--- src/rtl/afb_pkg.sv ---
`timescale 1ns / 1ps
// ---------------------------------------------------------------------------
// afb_pkg: shared types and constants
// Frame layout positions, byte constants and the converter-to-emitter bundle.
// ---------------------------------------------------------------------------
package afb_pkg;

	localparam int VALUE_W = 32;
	localparam int NDIG    = 10;              // decimal digits of a 32-bit magnitude
	localparam int CNT_W   = $clog2(VALUE_W);
	localparam int DPTR_W  = $clog2(NDIG);
	localparam int IDX_W   = 5;               // frame position, up to 28

	localparam logic [7:0] BYTE_START   = 8'h7E;
	localparam logic [7:0] BYTE_ZERO    = 8'h00;
	localparam logic [7:0] BYTE_TYPE_TX = 8'h10;
	localparam logic [7:0] BYTE_BCAST_H = 8'hFF;
	localparam logic [7:0] BYTE_BCAST_L = 8'hFE;
	localparam logic [7:0] BYTE_MINUS   = 8'h2D;
	localparam logic [3:0] ASCII_DIGIT  = 4'h3;
	localparam logic [7:0] LEN_OVERHEAD = 8'd14;
	localparam logic [7:0] CSUM_FULL    = 8'hFF;
	// low byte of 0x10 + 0xFF + 0xFE
	localparam logic [7:0] SUM_INIT     = 8'h0D;

	// start, length (2), type, id, address (5..12), FF, FE, radius, options
	localparam logic [IDX_W-1:0] IDX_START  = 5'd0;
	localparam logic [IDX_W-1:0] IDX_LEN_LO = 5'd2;
	localparam logic [IDX_W-1:0] IDX_TYPE   = 5'd3;
	localparam logic [IDX_W-1:0] IDX_BC_H   = 5'd13;
	localparam logic [IDX_W-1:0] IDX_BC_L   = 5'd14;
	localparam logic [IDX_W-1:0] IDX_PAY    = 5'd17;

	typedef logic [NDIG-1:0][3:0] bcd_t;

	typedef struct packed {
		logic done;
		logic neg;
		bcd_t digits;
	} conv_t;

endpackage

--- src/rtl/afb_bcd.sv ---
`timescale 1ns / 1ps
// ---------------------------------------------------------------------------
// afb_bcd: iterative binary to BCD converter
// Shift-and-add-3 over the 32 magnitude bits, one magnitude bit per cycle.
// ---------------------------------------------------------------------------
module afb_bcd (
	input  logic                        clk,
	input  logic                        arst_n,
	input  logic                        load,
	input  logic [afb_pkg::VALUE_W-1:0] value,
	output logic                        busy,
	output afb_pkg::conv_t              conv
);
	import afb_pkg::*;

	typedef enum logic {ST_IDLE, ST_SHIFT} state_t;

	state_t             state_q;
	logic [VALUE_W-1:0] mag_q;
	logic [CNT_W-1:0]   cnt_q;
	bcd_t               bcd_q;
	logic               neg_q;
	logic               done_q;
	bcd_t               adj;

	// add 3 to every digit of 5 or more before the shift
	always_comb begin
		for (int i = 0; i < NDIG; i++) begin
			adj[i] = (bcd_q[i] >= 4'd5) ? bcd_q[i] + 4'd3 : bcd_q[i];
		end
	end

	always_ff @(posedge clk or negedge arst_n) begin
		if (!arst_n) begin
			state_q <= ST_IDLE;
			mag_q   <= '0;
			cnt_q   <= '0;
			bcd_q   <= '0;
			neg_q   <= 1'b0;
			done_q  <= 1'b0;
		end else begin
			done_q <= 1'b0;
			case (state_q)
				ST_IDLE: begin
					if (load) begin
						neg_q   <= value[VALUE_W-1];
						mag_q   <= value[VALUE_W-1] ? (~value + 1'b1) : value;
						bcd_q   <= '0;
						cnt_q   <= '0;
						state_q <= ST_SHIFT;
					end
				end
				ST_SHIFT: begin
					// top digit never overflows for a 32-bit magnitude
					bcd_q <= {adj[NDIG-1][2:0], adj[NDIG-2:0], mag_q[VALUE_W-1]};
					mag_q <= {mag_q[VALUE_W-2:0], 1'b0};
					cnt_q <= cnt_q + 1'b1;
					if (cnt_q == CNT_W'(VALUE_W - 1)) begin
						done_q  <= 1'b1;
						state_q <= ST_IDLE;
					end
				end
				default: state_q <= ST_IDLE;
			endcase
		end
	end

	assign busy        = (state_q == ST_SHIFT);
	assign conv.done   = done_q;
	assign conv.neg    = neg_q;
	assign conv.digits = bcd_q;

endmodule

--- src/rtl/afb_emit.sv ---
`timescale 1ns / 1ps
// ---------------------------------------------------------------------------
// afb_emit: frame byte sequencer
// Walks the frame one word per cycle, summing payload for the checksum.
// ---------------------------------------------------------------------------
module afb_emit (
	input  logic           clk,
	input  logic           arst_n,
	input  afb_pkg::conv_t conv,
	output logic           busy,
	output logic           strobe,
	output logic [7:0]     frame_byte,
	output logic           last
);
	import afb_pkg::*;

	typedef enum logic {ST_IDLE, ST_RUN} state_t;

	state_t            state_q;
	logic [IDX_W-1:0]  idx_q;
	logic [IDX_W-1:0]  end_q;
	logic [3:0]        plen_q;
	logic [DPTR_W-1:0] dptr_q;
	logic [7:0]        sum_q;
	logic              neg_q;
	bcd_t              dig_q;
	logic [7:0]        byte_q;
	logic              strobe_q;
	logic              last_q;

	logic [3:0]        nd;
	logic [3:0]        plen_d;
	logic              is_last;
	logic              is_pay;
	logic              is_minus;
	logic [7:0]        byte_d;

	// count of significant digits, at least one
	always_comb begin
		nd = 4'd1;
		for (int i = 0; i < NDIG; i++) begin
			if (conv.digits[i] != 4'd0) nd = 4'(i + 1);
		end
		plen_d = nd + {3'b000, conv.neg};
	end

	always_comb begin
		is_last  = (idx_q == end_q);
		is_pay   = (idx_q >= IDX_PAY) && !is_last;
		is_minus = neg_q && (idx_q == IDX_PAY);
		if (is_last)
			byte_d = CSUM_FULL - sum_q;
		else if (is_minus)
			byte_d = BYTE_MINUS;
		else if (is_pay)
			byte_d = {ASCII_DIGIT, dig_q[dptr_q]};
		else if (idx_q == IDX_START)
			byte_d = BYTE_START;
		else if (idx_q == IDX_LEN_LO)
			byte_d = {4'h0, plen_q} + LEN_OVERHEAD;
		else if (idx_q == IDX_TYPE)
			byte_d = BYTE_TYPE_TX;
		else if (idx_q == IDX_BC_H)
			byte_d = BYTE_BCAST_H;
		else if (idx_q == IDX_BC_L)
			byte_d = BYTE_BCAST_L;
		else
			byte_d = BYTE_ZERO;
	end

	always_ff @(posedge clk or negedge arst_n) begin
		if (!arst_n) begin
			state_q  <= ST_IDLE;
			idx_q    <= '0;
			end_q    <= '0;
			plen_q   <= '0;
			dptr_q   <= '0;
			sum_q    <= '0;
			neg_q    <= 1'b0;
			dig_q    <= '0;
			byte_q   <= '0;
			strobe_q <= 1'b0;
			last_q   <= 1'b0;
		end else begin
			strobe_q <= 1'b0;
			last_q   <= 1'b0;
			case (state_q)
				ST_IDLE: begin
					if (conv.done) begin
						dig_q   <= conv.digits;
						neg_q   <= conv.neg;
						plen_q  <= plen_d;
						end_q   <= IDX_PAY + IDX_W'(plen_d);
						dptr_q  <= DPTR_W'(nd - 4'd1);
						sum_q   <= SUM_INIT;
						idx_q   <= IDX_START;
						state_q <= ST_RUN;
					end
				end
				ST_RUN: begin
					byte_q   <= byte_d;
					strobe_q <= 1'b1;
					last_q   <= is_last;
					idx_q    <= idx_q + 1'b1;
					if (is_pay) sum_q <= sum_q + byte_d;
					if (is_pay && !is_minus) dptr_q <= dptr_q - 1'b1;
					if (is_last) state_q <= ST_IDLE;
				end
				default: state_q <= ST_IDLE;
			endcase
		end
	end

	assign busy       = (state_q == ST_RUN);
	assign strobe     = strobe_q;
	assign frame_byte = byte_q;
	assign last       = last_q;

endmodule

--- src/rtl/api_transmit_frame_builder.sv ---
`timescale 1ns / 1ps
// ---------------------------------------------------------------------------
// api_transmit_frame_builder: transmit-request frame (type 0x10) generator
// The first frame word follows the BCD loop and the hand-off; words then run back to back.
// A frame is 19 to 29 words; busy stays high from start to the last word,
// so the next value is taken only once the 32-step BCD loop and that frame are done.
// Async reset clears the sequencers; strobe is low and busy low after reset.
// The receiver cannot stall: each word is shown for exactly one cycle.
// ---------------------------------------------------------------------------
module api_transmit_frame_builder (
	input  logic                        clk,
	input  logic                        arst_n,
	input  logic                        start,
	input  logic [afb_pkg::VALUE_W-1:0] value,
	output logic                        busy,
	output logic                        strobe,
	output logic [7:0]                  frame_byte,
	output logic                        last
);
	import afb_pkg::*;

	conv_t conv;
	logic  bcd_busy;
	logic  emit_busy;

	afb_bcd u_bcd (
		.clk    (clk),
		.arst_n (arst_n),
		.load   (start && !busy),
		.value  (value),
		.busy   (bcd_busy),
		.conv   (conv)
	);

	afb_emit u_emit (
		.clk        (clk),
		.arst_n     (arst_n),
		.conv       (conv),
		.busy       (emit_busy),
		.strobe     (strobe),
		.frame_byte (frame_byte),
		.last       (last)
	);

	// conv.done covers the hand-off cycle between the two units
	assign busy = bcd_busy || conv.done || emit_busy;

endmodule

--- config.mk ---
export PLATFORM = sky130hd
export DESIGN_NAME = api_transmit_frame_builder
export DESIGN_NICKNAME = d
export VERILOG_FILES = /design/src/rtl/afb_pkg.sv /design/src/rtl/afb_bcd.sv /design/src/rtl/afb_emit.sv /design/src/rtl/api_transmit_frame_builder.sv
export SDC_FILE = /design/constraint.sdc
export NUM_CORES = 1
export LEC_CHECK = 0
export CAP_MARGIN = 20
export CORE_ASPECT_RATIO = 1.4
export CORE_MARGIN = 2
export CORE_UTILIZATION = 59
export CTS_CLUSTER_SIZE = 10
export DETAILED_ROUTE_END_ITERATION = 10
export DONT_BUFFER_PORTS = 1
export PLACE_DENSITY_LB_ADDON = 0.12
export SYNTH_ARGS = -nofsm -noshare
export SYNTH_HDL_FRONTEND = slang
export SYNTH_HIERARCHICAL = 1
export SYNTH_SLANG_ARGS = --single-unit
--- constraint.sdc ---
create_clock -name clk -period 10.25 [get_ports clk]
set_clock_uncertainty 0.05 [all_clocks]
set_input_delay 0.5125 -clock clk [delete_from_list [all_inputs] [get_ports clk]]
set_output_delay 0.5125 -clock clk [all_outputs]
set_load 0.01 [all_outputs]
# == Yosys cells after proc, flatten, opt, wreduce, memory -nomap -nowiden ==
# Cells that the tools add are included.
# totals
register_bits,158
inputBits,35
output_inout_bits,11
word_cells,158
# classes
add_sub_neg,20
n_lt_le_gt_ge,12
n_eq_ne,11
mux,54
n_bitwise,3
reduce_logical,23
# op_table
operator,count
$mux W4,20
$mux W8,10
$pmux W40 S2,1
$mux W32,2
$pmux W32 S2,1
$ge A4 B3 Y1 const B,10
$mux W40,1
$add A4 B2 Y4 const B,9
$reduce_bool A4 Y1,9
$add A32 B1 Y32 const B,1
$not A32 Y32,1
$pmux W5 S2,2
$bmux W4 S4,1
$pmux W8 S2,1
$add A5 B1 Y5 const B,2
$eq A5 B2 Y1 const B,2
$eq A5 B4 Y1 const B,2
$eq A5 B5 Y1 const B,2
$mux W5,2
$add A8 B8 Y8,1
$mux W1,8
$pmux W4 S2,1
$reduce_and A2 Y1,4
$sub A4 B1 Y4 const B,2
other kinds (18),28

# == Logic depth before layout (Yosys ltp) ==
# depth
word_depth,13
depth_mapped,16
ltp_nobuf,15

# == Cells and area by module ==
# Netlist, hierarchy kept.
# by_module_without_submodules
mod,n_inst,cells_each,area_per_inst_um2,seq_area_each_um2
afb_bcd,1,546,4889.7,2001.9
afb_emit,1,469,4252.8,1951.9
api_transmit_frame_builder,1,2,15.0,0.0

# == Worst setup path after synthesis ==
# No wires, ideal clock.
# synth_path
path_type,flip-flop to flip-flop
startpoint,reg u_emit.idx_q[0]
endpoint,reg u_emit.sum_q[7]
setup_ps,135
arrival_time_ps,3074
required_time_ps,10065
slack_ps,6991
path_stages_with_launch,15
n_path_buf,1
synth_period_minus_slack_ps,3259
path_cell_list,dfrtp_1 clkbuf_1 inv_1 ha_1 or4b_4 or4_1 a21boi_1 o21ai_0 o2bb2ai_1 ha_1 o21a_1 o31a_1 o41ai_1 xnor2_1 o21ai_0
# synth_between
elab_chain_cells,12
word_cells_on_any_way,24
cone_classes,add/sub (1); order compare (1); eq/ne (7); mux (10); reduce/logical (5)
# synth_lines
element,line_no,rtl
"start, declared",afb_emit.sv:20,logic [IDX_W-1:0] idx_q;
"start signal, assigned",afb_emit.sv:104,idx_q <= idx_q + 1'b1;
$eq A5 B4 Y1,afb_emit.sv:65,else if (idx_q == IDX_BC_L)
$mux W8,afb_emit.sv:65,
$mux W8,afb_emit.sv:63,else if (idx_q == IDX_BC_H)
$mux W8,afb_emit.sv:61,else if (idx_q == IDX_TYPE)
$mux W8,afb_emit.sv:59,else if (idx_q == IDX_LEN_LO)
$mux W8,afb_emit.sv:57,else if (idx_q == IDX_START)
$mux W8,afb_emit.sv:55,else if (is_pay)
$mux W8,afb_emit.sv:53,else if (is_minus)
$mux W8 *,afb_emit.sv:51,if (is_last)
named net u_emit.byte_d[4],afb_emit.sv:36,logic [7:0] byte_d;
$add A8 B8 Y8 *,afb_emit.sv:105,if (is_pay) sum_q <= sum_q + byte_d;
$mux W8 *,afb_emit.sv:105,
$pmux W8 S2 *,afb_emit.sv:87,case (state_q)
"end signal, assigned",afb_emit.sv:105,
"end, declared",afb_emit.sv:24,logic [7:0] sum_q;
# Mark *: on every way through the listed nets, which the timed path passes. The rest lies on a longest branch. The select of a mux whose other input is x is not followed.
# A chain may end at the register's enable or synchronous reset.

# == Worst setup path after layout ==
# layout_path
startpoint,reg u_emit.dptr_q[0]
endpoint,reg u_emit.sum_q[7]
# layout_between
elab_chain_cells,8
# layout_lines
element,line_no,rtl
"start, declared",afb_emit.sv:23,logic [DPTR_W-1:0] dptr_q;
"start signal, assigned",afb_emit.sv:94,dptr_q <= DPTR_W'(nd - 4'd1);
"start signal, assigned",afb_emit.sv:106,if (is_pay && !is_minus) dptr_q <= dptr_q - 1'b1;
$bmux W4 S4,afb_emit.sv:56,"byte_d = {ASCII_DIGIT, dig_q[dptr_q]};"
$mux W4 (implied by the code),afb_emit.sv:56,
$mux W8,afb_emit.sv:55,
$mux W8,afb_emit.sv:53,
$mux W8,afb_emit.sv:51,
named net u_emit.byte_d[1],afb_emit.sv:36,
$add A8 B8 Y8,afb_emit.sv:105,
$mux W8,afb_emit.sv:105,
$pmux W8 S2,afb_emit.sv:87,
# The timed path passes the listed nets, and every way through them passes these cells. The select of a mux whose other input is x is not followed.

==> impl_metrics.json <==
{
  "status": "complete, no violations",
  "path_buf_inv": 0,
  "dr.pass1.iters": 5,
  "synth_flop_cell": "dfrtp_1",
  "grt_pass1_wl_um": 33580,
  "route.antenna.remaining_nets": 0,
  "die_w_um": 109.3,
  "ys_seq_area_share_pct": 43.18,
  "fin_util_pct": 65.07,
  "via_per_inst": 6.088,
  "cts_buffers": 17,
  "postSynthCellCount": 1017,
  "rsz0062_at_grt": "false",
  "reg2reg_from": "u_emit/dptr_q[0]$_DFFE_PN0P_",
  "path_class": "register to register",
  "antenna_cells": 0,
  "async_flop_share_pct": 100.0,
  "yosys_warnings": 6,
  "vias": 7269,
  "setup_viol": 0,
  "h-tree-depth": 4,
  "p_leak_uw": 0.004468,
  "synth.area.top_cells": "dfrtp_1 (43%), nand2_1 (8.6%), ha_1 (5.3%)",
  "drc": 0,
  "cts-root-buf": "clkbuf_16",
  "cts.sinks": 158,
  "synthTopCellsByCount": "nand2_1 (210), dfrtp_1 (158), o21ai_0 (81)",
  "seq_area_um2": 3955,
  "overflow": 0,
  "grtUsageTotal_pct": 25.92,
  "fin_crit_ps": 3765,
  "syn_nets": 1092,
  "synth_top_area_cell": "dfrtp_1",
  "cts.path.max_buffers": 2,
  "relSlewSlack_pct": 42.18,
  "antenna_found_initial": 0,
  "multi_input_area_um2": 4842,
  "synth-edff-count": 0,
  "drive_gt1_share_pct": 7.186,
  "nets": 1064,
  "vdd_drop_max_uv": 184.5,
  "place.gp.congestion": 0.8981,
  "drt_iter0_drc": 391,
  "fin_crit_sh_pct": 36.73,
  "power.density_nw_per_um2": 277.3,
  "rows": 53,
  "critical-path-top-delay-family": "compound AO/OA/AOI/OAI gates",
  "syn-cell-area_um2": 9158,
  "cpMaxStageDelayCell": "dfrtp_1",
  "cpPeakStageDelay_ps": 740,
  "cp.required_ps": 10480,
  "synth_most_common_cell": "nand2_1",
  "routed_wl_um": 20360,
  "ioPinCount": 46,
  "syn2layout_area_growth_pct": 7.433,
  "cts_tree": "yes",
  "cts-resized-gates": 0,
  "path_cells": "mux4_2 > a22oi_1 > o22ai_1 > a311o_1 > a22o_1 > ha_1 > a21oi_1 > nor2b_1 > o31a_1 > o41ai_1 > xnor2_1 > o21ai_0",
  "wl_per_cell_um": 17.05,
  "clock_latency_ps": 430,
  "path_depth": 12,
  "r2r_setup_slack_ps": 6480,
  "netlist.area_leader.share_pct": 43.18,
  "die_y_um": 151.4,
  "setup.worst_path.end_class": "register",
  "busiest_layer": "met2",
  "postCtsSetupBuffers": 0,
  "r2r-end": "u_emit/sum_q[7]$_DFFE_PN0P_",
  "met1_usage_pct": 31.06,
  "post-dp-hpwl_um": 13530,
  "grt_max_degree": 159,
  "whs_ps": 43.97,
  "start_util_pct": 60.57,
  "ctsHoldBuffers": 1,
  "met3_usage_pct": 5.293,
  "finalHoldViolations": 0,
  "grtUsageMet2_pct": 45.96,
  "worstPathArrival_ps": 3990,
  "yosys.cell_types.count": 68,
  "reg2reg_depth": 12,
  "min_path_type": "input pin to async pin",
  "fmax_mhz": 265.6,
  "dieArea_um2": 16550,
  "synth_seq_cells": 158,
  "worstMarginPinSlew_ps": 867.3,
  "drv_cap": 0,
  "endpoint": "u_emit/sum_q[7]$_DFFE_PN0P_",
  "cp_max_fo": 14,
  "syn_area_per_cell_um2": 9.004,
  "cp-start-kind": "register",
  "place.port_buffers": 0,
  "coreArea_um2": 15120,
  "grt_pass1_vias": 6885,
  "setup_tns_ps": 0,
  "finalMaxSlewViolations": 0,
  "path_clk_slew_ps": 60,
  "cp-startpoint": "u_emit/dptr_q[0]$_DFFE_PN0P_",
  "fillCellCount": 1291
}
==> power breakdown <==
part           total [uW]  leakage (uW)  switching (uW)  internal, uW
registers            1050       0.00195             233           818
logic                1060       0.00225             546           511
clock network         621      0.000274             249           372
==> registers in the layout, indices dropped and copies added (netlist names), 4 cells and up <==
signal / count
u_bcd/cnt_q: 5
u_emit/dptr_q: 4
u_emit/frame_byte: 8
u_bcd/conv: 40
u_bcd/mag_q: 32
u_emit/end_q: 5
u_emit/plen_q: 4
u_emit/dig_q: 40
u_emit/sum_q: 8
u_emit/idx_q: 5
==> final cells by class <==
cell class                      instances  area share (%)
Clock buffer                           23           4.756
Clock inverter                          9           1.119
Inverter                               38           1.450
Multi-Input combinational cell        766           49.22
Sequential cell                       158           40.20
Tap cell                              192           2.442
Timing Repair Buffer                    8          0.8139
==> stage by stage <==
stage	total power, uW	cell area, um2	instances	setup slack (ps)
CTS	2744	9838	1194	6459
finish	2728	9838	1194	6485
floorplan	1874	9158	1017	6991
global route	2937	9838	1194	6254
detailed placement	2103	9233	1161	6450
global placement	2062	9233	1161	6529
==> cell families after synthesis <==
family          synth area share [%]
compound gates                 17.20
xor+xnor                       5.452
fa+ha+maj                      5.547
buf+inv                        4.099
flops                          43.18
mux                            4.072
simple gates                   20.45
==> worst reg2reg max path, stage by stage (launching register included) <==
cell     delay [ps]
dfrtp_1         740
mux4_2          590
a22oi_1         190
o22ai_1         110
a311o_1         370
a22o_1          230
ha_1            270
a21oi_1         160
nor2b_1          80
o31a_1          270
o41ai_1         310
xnor2_1         160
o21ai_0          80
==> worst min-delay path by stage <==
stage                                            end  depth (start not counted)  slack (ps)  startpoint
finish              u_emit/frame_byte[7]$_DFFE_PN0P_                          1          40      arst_n
global route        u_emit/frame_byte[6]$_DFFE_PN0P_                          1         110      arst_n
CTS                 u_emit/frame_byte[7]$_DFFE_PN0P_                          1          90      arst_n
detailed placement  u_emit/frame_byte[7]$_DFFE_PN0P_                          0         170      arst_n
global placement    u_emit/frame_byte[7]$_DFFE_PN0P_                          0         170      arst_n
floorplan                       u_bcd/busy$_DFF_PN0_                          0         170      arst_n
==> layer usage <==
layer | vias up | routed length (um)
met1 | 3565 | 8478
li1 | 3532 | -
met3 | 27 | 756
met2 | 145 | 10740
met4 | 0 | 384
met5 | - | 0
==> cell usage in the layout, fill, tap and decap left out, drive strengths merged, types with 4 or more instances in the layout <==
cell and count:
dfrtp 158, o211ai 4, nor2 41, mux4 8, o21ai 81, a22o 4
nor3 10, a31oi 4, nand3 17, nor2b 5, o31ai 33, xnor2 23
and3 34, nand2 210, mux2 12, o41ai 6, o21a 4, clkbuf 23
a22oi 5, nand2b 16, nor3b 11, or4 10, mux2i 5, xor2 34
a21oi 59, inv 38, clkinv 4, or3 11, a21o 13, buf 8
nor4 12, o22ai 15, a31o 4, ha 39
Note: power is estimated with default switching activity, not from simulation.
